<file path="src/sacl_set_mem.sv">
`timescale 1ns / 1ps
// ----------------------------------------------------------------------------
// sacl_set_mem
// per-set line memory, one row per set, registered read
// ----------------------------------------------------------------------------
module sacl_set_mem #(
	parameter int unsigned DEPTH = 64,
	parameter int unsigned WIDTH = 8
) (
	input  logic                     clk,
	input  logic                     rd_en,
	input  logic [$clog2(DEPTH)-1:0] rd_addr,
	output logic [WIDTH-1:0]         rd_data,
	input  logic                     wr_en,
	input  logic [$clog2(DEPTH)-1:0] wr_addr,
	input  logic [WIDTH-1:0]         wr_data
);
	logic [WIDTH-1:0] mem [DEPTH];

	always_ff @(posedge clk) begin
		if (wr_en) begin
			mem[wr_addr] <= wr_data;
		end
		if (rd_en) begin
			rd_data <= mem[rd_addr];
		end
	end
endmodule

</file>
<file path="config.mk">
export PLATFORM = sky130hd
export DESIGN_NAME = sacl_set_mem
export DESIGN_NICKNAME = d
export VERILOG_FILES = /design/src/sacl_set_mem.sv
export SDC_FILE = /design/constraint.sdc
export NUM_CORES = 1
export LEC_CHECK = 0
export ABC_AREA = 1
export BUFFER_PORTS_ARGS = -buffer_cell sky130_fd_sc_hd__buf_2
export CAP_MARGIN = 5
export CELL_PAD_IN_SITES_DETAIL_PLACEMENT = 1
export CELL_PAD_IN_SITES_GLOBAL_PLACEMENT = 1
export CORE_ASPECT_RATIO = 2
export CORE_MARGIN = 1
export CORE_UTILIZATION = 35
export CTS_CLUSTER_DIAMETER = 40
export DETAILED_ROUTE_END_ITERATION = 10
export PLACE_DENSITY_LB_ADDON = 0.1
export SLEW_MARGIN = 20
export SYNTH_ARGS = -nofsm -noshare
export SYNTH_HDL_FRONTEND = slang
export SYNTH_SLANG_ARGS = --single-unit
</file>
<file path="constraint.sdc">
create_clock -name clk -period 2.15 [get_ports clk]
set_clock_uncertainty 0.1 [all_clocks]
set_input_delay 0.215 -clock clk [delete_from_list [all_inputs] [get_ports clk]]
set_output_delay 0.215 -clock clk [all_outputs]
set_load 0.03 [all_outputs]
</file>
# == Yosys cells after proc, flatten, opt, wreduce, memory -nomap -nowiden ==
# Memory sizes are Yosys's and may differ from the RTL's. A register that Yosys moved wholly into a read port is not among the register bits.
# Cells that the tools add are included.
# Widths: inputs -> output; s select.
# totals
regBits,0
ram_bits,512
out_inout_bits,8
word_cells,3
memories,1
# classes
muxes,2
# memory_table
memory,words,width,read_ports,rd_ports_with_merged_regs,write_ports,line_no,text
mem,64,8,1,1,1,18,logic [WIDTH-1:0] mem [DEPTH];
# op_table
op,count
$mux 1,2

# == Longest topological paths before layout ==
# Gate-level depths: netlist of the first run.
# logic_depth
word_depth,2
ltp_mapped,12
depth_no_buf,9

# == Worst setup path before layout of the first run ==
# OpenSTA, ideal clock, no wires.
# synth_path
path_type,input to register
start,in wr_en
end,mem mem[48][0] (enable)
setup_ns,0.395
arrival_ns,1.586
required_time_ns,1.655
slack_ns,0.069
stages,3
cell_sequence,clkbuf_1 -> nand4_1 -> nor4_1
# synth_via
elab_chain_len,2
# synth_rtl
item,line_no,text
from (decl),14,"input logic wr_en,"
$mux 1,21,if (wr_en) begin
$mux 1 (implied by the code),22,mem[wr_addr] <= wr_data;
to (decl),18,
# No other way between the ends.

==> results of run 1 <==
final timing paths:
check	end	startpoint
worst max-delay path	rd_data[4]$_DFFE_PP_	mem[59][4]$_DFFE_PP_
worst max register to register	rd_data[4]$_DFFE_PP_	mem[59][4]$_DFFE_PP_
worst min-delay path	mem[3][3]$_DFFE_PP_	wr_data[3]
worst min register to register	rd_data[5]$_DFFE_PP_	mem[18][5]$_DFFE_PP_
power by group through the flow:
stage | clock, mW | combinational [mW] | sequential, mW
2_1_floorplan | 0 | 0.789 | 11.5
3_3_place_gp | 0 | 1.55 | 11.5
3_5_place_dp | 0 | 1.57 | 11.5
4_1_cts | 9.52 | 1.58 | 11.3
5_1_grt | 9.79 | 1.68 | 11.3
6_report | 9.29 | 1.54 | 11.3
cells by family (layout without fill, tap and decap cells):
logic type	after synthesis	after routing	share of synthesized area, %
buffers and inverters	125	271	4.01
AND/OR/NAND/NOR	1160	1160	23.1
flip-flops	520	520	72.9
synth_stat cells:
cell,count,area share [%]
inv_6,1,0.041
inv_1,10,0.18
buf_2,37,0.86
nand2_1,648,11
buf_4,14,0.49
nor2_1,56,0.98
buf_8,2,0.14
inv_2,1,0.018
buf_1,10,0.18
nand4_1,9,0.26
edfxtp_1,520,73
nand3_1,439,10
clkbuf_1,15,0.26
nor4_1,8,0.23
buf_6,35,1.8
flip-flops by register name, summed over array words and instances, names as in the netlist:
name     cells
mem        512
rd_data      8
layer usage:
layer | vias up | global-route usage (%) | wire length (um)
li1 | 6568 | - | -
met1 | 7107 | 24.2 | 25300
met2 | 222 | 41.4 | 36300
met3 | 129 | 2.40 | 1720
met4 | 2 | 11.3 | 3610
met5 | - | 0 | 14
timing repair:
| item | 4_1_cts | 5_1_grt |
|---|---|---|
| buffers inserted | 0 | 0 |
| hold buffers | 4 | 0 |
| hold endpoints to repair | 40 | 0 |
metrics by stage:
stage                     util [%]  power, mW  std cells
after floorplan                  -       12.3       1805
after global placement        38.3       13.0       2629
after detailed placement      38.3       13.1       2629
after CTS                     41.2       22.4       2725
after global routing          41.2       22.7       2725
final                         41.2       22.1       2725
area by class of cell:
class	count	area [um^2]	share of cell area (%)
sequential	520	15600	62.9
timing repair buffer	167	1530	6.14
multi-input combinational	1160	4950	19.9
clock buffer	60	1350	5.45
clock inverter	32	362	1.46
inverter	12	55.1	0.222
tap	774	968	3.90
==> flow_summary.yaml, run 1 <==
grt:
  grt_pass1_vias: 14900
  grt_overflow_total: 0
  grt_max_degree: 69
  grt_first_pass_wirelength_mm: 98.7
  antenna_found_initial: 2
  grt_usage_pct: 22.1
place:
  port_buffers: 30
  dpl.hpwl_mm: 43.0
  place_area_um2: 23100
  gp_congestion: 0.793
  dp_slack_ns: 0.0286
synth:
  synthCells: 1805
  synth-seq-area-share_pct: 72.9
  synth_warnings: 0
  syn_area_um2: 21400
  syn_avg_cell_area_um2: 11.9
  ys_types: 15
  synth_seq_cells: 520
  syn-num-nets: 1828
floorplanning:
  initial_core_util_pct: 35.6
  dieArea_um2: 62300
  fp.dieW_um: 177
  rows: 127
  ios: 31
  core_area_um2: 60200
  dieHeight_um: 352
cts:
  cts_buffers: 51
  cts.repair.resized: 0
  htreeDepth: 2
  clock_latency_ns: 0.59
  clk_pin_slew_ns: 0.07
  cts_root_buf: "clkbuf_16"
  clockBufferDepth: 3
  cts.sink_count: 520
  cts_tree: "yes"
sta:
  setup-violations-final: 0
  worst_pin_slew_ns: 0.640
  finalCriticalPeriod_ns: 1.68
  whs_ns: 0.0391
  hold_violations: 0
  grt_setup_unrepaired: "no"
  min_period_over_period_pct: 78.1
  maxSlewHeadroom_pct: 57.3
  tns_ns: 0
  max_freq_ghz: 0.596
  slew_viol_final: 0
  worst_slack_ns: 0.471
routing:
  route.detailed.drc: 0
  vias: 14000
  drt.antenna.violating_nets: 0
  routed_wl_mm: 67.0
  vias_per_cell: 5.15
  drt-pass1-iter-count: 4
  wire_per_inst_um: 24.6
  drt-initial-drc-count: 731
pwr:
  clkPwrFrac_pct: 42.1
  combPwrFrac_pct: 6.9
  switchingPower_mw: 5.09
  powerDensity_nw_per_um2: 890
  ir_worst_vdd_v: 0.000650
  intPower_mw: 17.0
  switching_share_pct: 23.0
  seqPwrFrac_pct: 51.0
  leakagePower_nw: 9.03
worst_setup_path:
  crit_chain: "nand2_1 -> nand3_1 -> nand3_1 -> nand2_1 -> nand2_1 -> nand3_1 -> nand3_1 -> nand2_1"
  critPathKind: "flip-flop to flip-flop"
  cp.depth: 8
  cp_max_fo: 1
  path_delay_family: "simple AND/OR/NAND/NOR gates"
  reg2reg_slack_ns: 0.47
  worst_path_largest_cell_delay_ns: 0.37
  slowest_stage: "edfxtp_1"
  crit_arrival_ns: 1.91
  required_ns: 2.38
  crit_buf_inv: 0
  ff2ff_path_depth: 8
  cp-start-kind: "flip-flop"
  worst_setup_path_end_kind: "flip-flop"
finish:
  drive_above_1_share_pct: 12.4
  final_area_um2: 24800
  mostFrequentLayoutCells: "648 x nand2_1, 520 x edfxtp_1, 439 x nand3_1, 108 x buf_4, 56 x nor2_1"
  final_common_cell: "nand2_1"
  fill_cells: 6373
  num-nets-final: 1935
  synthToLayoutAreaGrowth_pct: 15.9
  antenna_cells: 0
min_path:
  hold_class: "input port to flip-flop"
  hold_depth: 2
run:
  drv_cap: 0
outcome:
  run_status: "completed"
No activity file was read; power rests on OpenSTA's default activity.
==> run 2: changes to the inputs <==
==> constraint.sdc (replaced) <==
create_clock -name clk -period 1.6 [get_ports clk]
set_clock_uncertainty 0.1 [all_clocks]
set_input_delay 0.16 -clock clk [delete_from_list [all_inputs] [get_ports clk]]
set_output_delay 0.16 -clock clk [all_outputs]
set_load 0.03 [all_outputs]
==> run 2 against run 1 <==
Via count grew 1.7%; routed wire length grew 4.0%; worst setup slack lost 0.43 ns; global-route usage grew 0.98 points; largest cell class unchanged; largest power group unchanged; highest routed layer unchanged.
==> flow_summary.yaml, run 2 (same netlist as run 1, synthesis figures left out) <==
outcome:
  run_status: "completed"
routing:
  routed_wl_mm: 69.7
  drt-pass1-iter-count: 5
  vias: 14300
  route.detailed.drc: 0
  wire_per_inst_um: 25.1
  drt-initial-drc-count: 917
  vias_per_cell: 5.14
  drt.antenna.violating_nets: 0
worst_setup_path:
  critPathKind: "flip-flop to flip-flop"
  cp-start-kind: "flip-flop"
  cp_max_fo: 1
  required_ns: 1.85
  ff2ff_path_depth: 8
  crit_arrival_ns: 1.81
  worst_setup_path_end_kind: "flip-flop"
finish:
  final_area_um2: 25900
  top_register: "mem"
  reg.largest.list: "mem (512), rd_data (8)"
  fin_cells: 2775
  final_common_cell: "nand2_1"
  drive_above_1_share_pct: 17.7
  largest_reg_flops: 512
  fill_cells: 6312
  num-nets-final: 1980
  mostFrequentLayoutCells: "639 x nand2_1, 520 x edfxtp_1, 409 x nand3_1, 125 x buf_4, 53 x buf_12"
  synthToLayoutAreaGrowth_pct: 20.8
  register_area_um2: 15600
  final_util_pct: 43.0
  multiInputGateArea_um2: 5250
sta:
  tns_ns: 0
  min_period_over_period_pct: 97.2
  finalCriticalPeriod_ns: 1.55
  setup-violations-final: 0
  hold_violations: 0
  maxSlewHeadroom_pct: 69.5
  max_freq_ghz: 0.643
  slew_viol_final: 0
  worst_pin_slew_ns: 0.458
  whs_ns: 0.0135
  worst_slack_ns: 0.0456
run:
  drv_cap: 0
floorplanning:
  ios: 31
  dieHeight_um: 352
  dieArea_um2: 62300
  core_area_um2: 60200
  initial_core_util_pct: 35.6
  fp.dieW_um: 177
  rows: 127
grt:
  grt_overflow_total: 0
  grt_first_pass_wirelength_mm: 103
  grt_usage_pct: 23.1
  met3_usage_pct: 2.18
  grt_pass1_vias: 15600
  top_usage_layer: "met2"
  antenna_found_initial: 4
  grt_max_degree: 88
  grtUsageMet1_pct: 24.3
  grtUsageMet2_pct: 45.3
pwr:
  leakagePower_nw: 9.45
  switching_share_pct: 23.0
  seqPwrFrac_pct: 50.0
  switchingPower_mw: 6.96
  ir_worst_vdd_v: 0.000888
  intPower_mw: 23.3
  powerDensity_nw_per_um2: 1170
  power.total_mw: 30.2
  combPwrFrac_pct: 7.8
  clkPwrFrac_pct: 42.2
min_path:
  hold_class: "input port to flip-flop"
  hold_depth: 2
cts:
  htreeDepth: 2
  cts_root_buf: "clkbuf_16"
  post-cts-setup-buffers: 0
  cts_buffers: 49
  clk_pin_slew_ns: 0.06
  cts.sink_count: 520
  cts_tree: "yes"
  clock_latency_ns: 0.60
  clockBufferDepth: 3
place:
  gp_congestion: 0.807
  port_buffers: 30
  dp_cells: 2673
  dp_slack_ns: -0.539
  place_area_um2: 23900
  dpl.hpwl_mm: 46.1
## run 2: cell types whose count changed in the layout (fill, tap and decap cells not counted), moves of 6 or more
cell / change
nand3_1: -30
nand3_2: +28
buf_12: +27
buf_4: +17
nor2_1: -15
nor2_2: +12
nand2_1: -9
nand2_2: +9
nor4_1: -8
nor4_2: +6
## run 2: power groups by stage
stage / logic [mW] / clock network (mW) / registers, mW
2_1_floorplan: 1.09 / 0 / 15.5
3_3_place_gp: 2.32 / 0 / 15.4
3_5_place_dp: 2.34 / 0 / 15.4
4_1_cts: 2.38 / 13.0 / 15.1
5_1_grt: 2.54 / 13.4 / 15.1
6_report: 2.35 / 12.8 / 15.1
## run 2: worst max-delay path, cell delays in order (launching register included)
cell	delay (ns)
edfxtp_1	0.36
nand2_1	0.07
nand3_1	0.13
nand3_2	0.13
nand2_1	0.10
nand2_1	0.10
nand3_2	0.15
nand3_2	0.13
nand2_1	0.06
## run 2: final timing paths
path | startpoint | slack [ns] | to
setup / recovery | mem[49][2]$_DFFE_PP_ | 0.05 | rd_data[2]$_DFFE_PP_
hold / removal | wr_data[1] | 0.01 | mem[6][1]$_DFFE_PP_
setup reg to reg | mem[49][2]$_DFFE_PP_ | 0.05 | rd_data[2]$_DFFE_PP_
hold reg to reg | mem[10][1]$_DFFE_PP_ | 0.81 | rd_data[1]$_DFFE_PP_
## run 2: metal layers
layer	wire length [um]	up-vias
li1	-	6658
met1	25300	7294
met2	39900	205
met3	1610	107
met4	2880	4
met5	21	-
## run 2: final cells by class
| cell class | instances | area share, % |
|---|---|---|
| Inverter | 12 | 0.247 |
| Antenna cell | 3 | 0.0290 |
| Tap cell | 774 | 3.74 |
| Multi-Input combinational cell | 1160 | 20.3 |
| Sequential cell | 520 | 60.4 |
| Clock buffer | 58 | 5.03 |
| Timing Repair Buffer | 214 | 8.59 |
| Clock inverter | 34 | 1.68 |
## run 2: timing repair
item                                   CTS  global route
resized for setup                       13            28
endpoints found under the hold margin   30             0
setup endpoints to repair                4             8
pin swaps                                0             2
hold buffers                             7             0
==> run 3: changes to the inputs <==
--- a/config.mk
+++ b/config.mk
@@ -12,9 +12,11 @@
 export CELL_PAD_IN_SITES_GLOBAL_PLACEMENT = 1
 export CORE_ASPECT_RATIO = 2
 export CORE_MARGIN = 1
-export CORE_UTILIZATION = 35
+export CORE_UTILIZATION = 39
+export CTS_BUF_LIST = sky130_fd_sc_hd__clkbuf_4
 export CTS_CLUSTER_DIAMETER = 40
 export DETAILED_ROUTE_END_ITERATION = 10
+export GPL_ROUTABILITY_DRIVEN = 1
 export PLACE_DENSITY_LB_ADDON = 0.1
 export SLEW_MARGIN = 20
 export SYNTH_ARGS = -nofsm -noshare
==> run 3 against run 2 <==
The flow now finishes with violations (setup timing); design area is 1.5% lower; final cell count is 1.6% higher; via count is 3.8% higher; critical endpoint is now rd_data[1].
==> flow_summary.yaml, run 3 (same netlist as run 1, synthesis figures left out) <==
finish:
  num-nets-final: 2075
  drive_above_1_share_pct: 20.8
  multiInputGateArea_um2: 5160
  top_register: "mem"
  largest_reg_flops: 512
  reg.largest.list: "mem (512), rd_data (8)"
  fill_cells: 5783
  final_util_pct: 46.9
  synthToLayoutAreaGrowth_pct: 19.0
  register_area_um2: 15600
  final_common_cell: "nand2_1"
  mostFrequentLayoutCells: "644 x nand2_1, 520 x edfxtp_1, 425 x nand3_1, 162 x clkbuf_4, 151 x buf_4"
  final_area_um2: 25500
worst_setup_path:
  required_ns: 1.34
  critPathLaunch: "rd_data[1]$_DFFE_PP_"
  cp-start-kind: "flip-flop"
  cp_max_fo: 1
  slowest_stage: "edfxtp_1"
  reg2reg_to: "rd_data[4]$_DFFE_PP_"
  crit_arrival_ns: 1.62
  path_delay_family: "flip-flops"
  ff2ff_path_depth: 8
  worst_path_largest_cell_delay_ns: 0.54
  cp.depth: 1
  crit_chain: "buf_6"
  crit_buf_inv: 1
  worstSetupEndpoint: "rd_data[1]"
  r2r-start: "mem[7][4]$_DFFE_PP_"
  worst_setup_path_end_kind: "primary output"
  critPathKind: "flip-flop to primary output"
  reg2reg_slack_ns: 0.08
grt:
  antenna_found_initial: 2
  grt_max_degree: 65
  grt_first_pass_wirelength_mm: 98.2
  grt_usage_pct: 24.2
  grt_overflow_total: 0
  grt_pass1_vias: 16100
run:
  drv_cap: 0
routing:
  drt-initial-drc-count: 677
  drt.antenna.violating_nets: 0
  routed_wl_mm: 65.5
  vias: 14800
  wire_per_inst_um: 23.2
  vias_per_cell: 5.26
  route.detailed.drc: 0
  drt-pass1-iter-count: 4
place:
  gp_congestion: 0.828
  place_area_um2: 23700
  port_buffers: 30
  dpl.hpwl_mm: 43.6
  dp_slack_ns: -0.440
cts:
  clock_latency_ns: 0.88
  cts.sink_count: 520
  htreeDepth: 3
  clockBufferDepth: 3
  clk_pin_slew_ns: 0.07
  cts_buffers: 116
  cts_tree: "yes"
  cts_root_buf: "clkbuf_4"
  post-cts-setup-buffers: 0
floorplanning:
  dieHeight_um: 333
  fp.dieW_um: 168
  ios: 31
  core_area_um2: 54400
  rows: 121
  initial_core_util_pct: 39.4
  dieArea_um2: 55900
sta:
  maxSlewHeadroom_pct: 45.5
  whs_ns: 0.102
  min_period_over_period_pct: 118
  finalCriticalPeriod_ns: 1.88
  tns_ns: -1.44
  hold_violations: 0
  slew_viol_final: 0
  max_freq_ghz: 0.531
  worst_pin_slew_ns: 0.815
  setup-violations-final: 9
  worst_slack_ns: -0.283
  grt_setup_unrepaired: "yes"
pwr:
  ir_worst_vdd_v: 0.000584
  powerDensity_nw_per_um2: 1080
  leakagePower_nw: 9.47
min_path:
  hold_class: "input port to flip-flop"
outcome:
  run_status: "finished, violations left"
  failed_checks: "setup timing"
## run 3: per-layer routing
layer	routed length (um)	track usage (%)
met3	1840	3.32
met4	2690	12.0
met5	0	0
met2	36700	46.4
met1	24300	25.3
## run 3: where the power goes
part	total [mW]	switching, mW	internal [mW]
combinational	2.33	1.56	0.770
sequential	15.1	0.0508	15.1
clock	9.98	5.20	4.78
total	27.5	6.81	20.6
## run 3: through the flow
step / instances / total power [mW]
after floorplan: 1805 / 16.5
after detailed placement: 2590 / 17.7
after CTS: 2819 / 27.8
after global routing: 2819 / 28.5
final: 2819 / 27.5
after global placement: 2590 / 17.7
## run 3: how the worst min path moves through the flow
stage                from                    to  slack [ns]  cells after the start
3_3_place_gp        rd_en  rd_data[6]$_DFFE_PP_        0.47                      1
5_1_grt        rd_addr[1]  rd_data[6]$_DFFE_PP_        0.05                      9
6_report       rd_addr[1]  rd_data[6]$_DFFE_PP_        0.10                      9
4_1_cts        rd_addr[1]  rd_data[6]$_DFFE_PP_      0.0006                      9
2_1_floorplan  wr_data[0]   mem[0][0]$_DFFE_PP_        0.16                      0
3_5_place_dp        rd_en  rd_data[6]$_DFFE_PP_        0.47                      1
## run 3: repair_timing
action | 4_1_cts | 5_1_grt
endpoints found under the setup margin | 9 | 134
gates resized for setup | 18 | 31
hold endpoints to repair | 799 | 81
pin swaps | 0 | 2
hold buffers | 22 | 2
## run 3: area by class of cell
cell class	instances	share of cell area, %
Antenna cell	2	0.0196
Clock buffer	160	4.71
Clock inverter	47	0.845
Inverter	12	0.285
Multi-Input combinational cell	1160	20.2
Sequential cell	520	61.3
Tap cell	676	3.32
Timing Repair Buffer	242	9.29
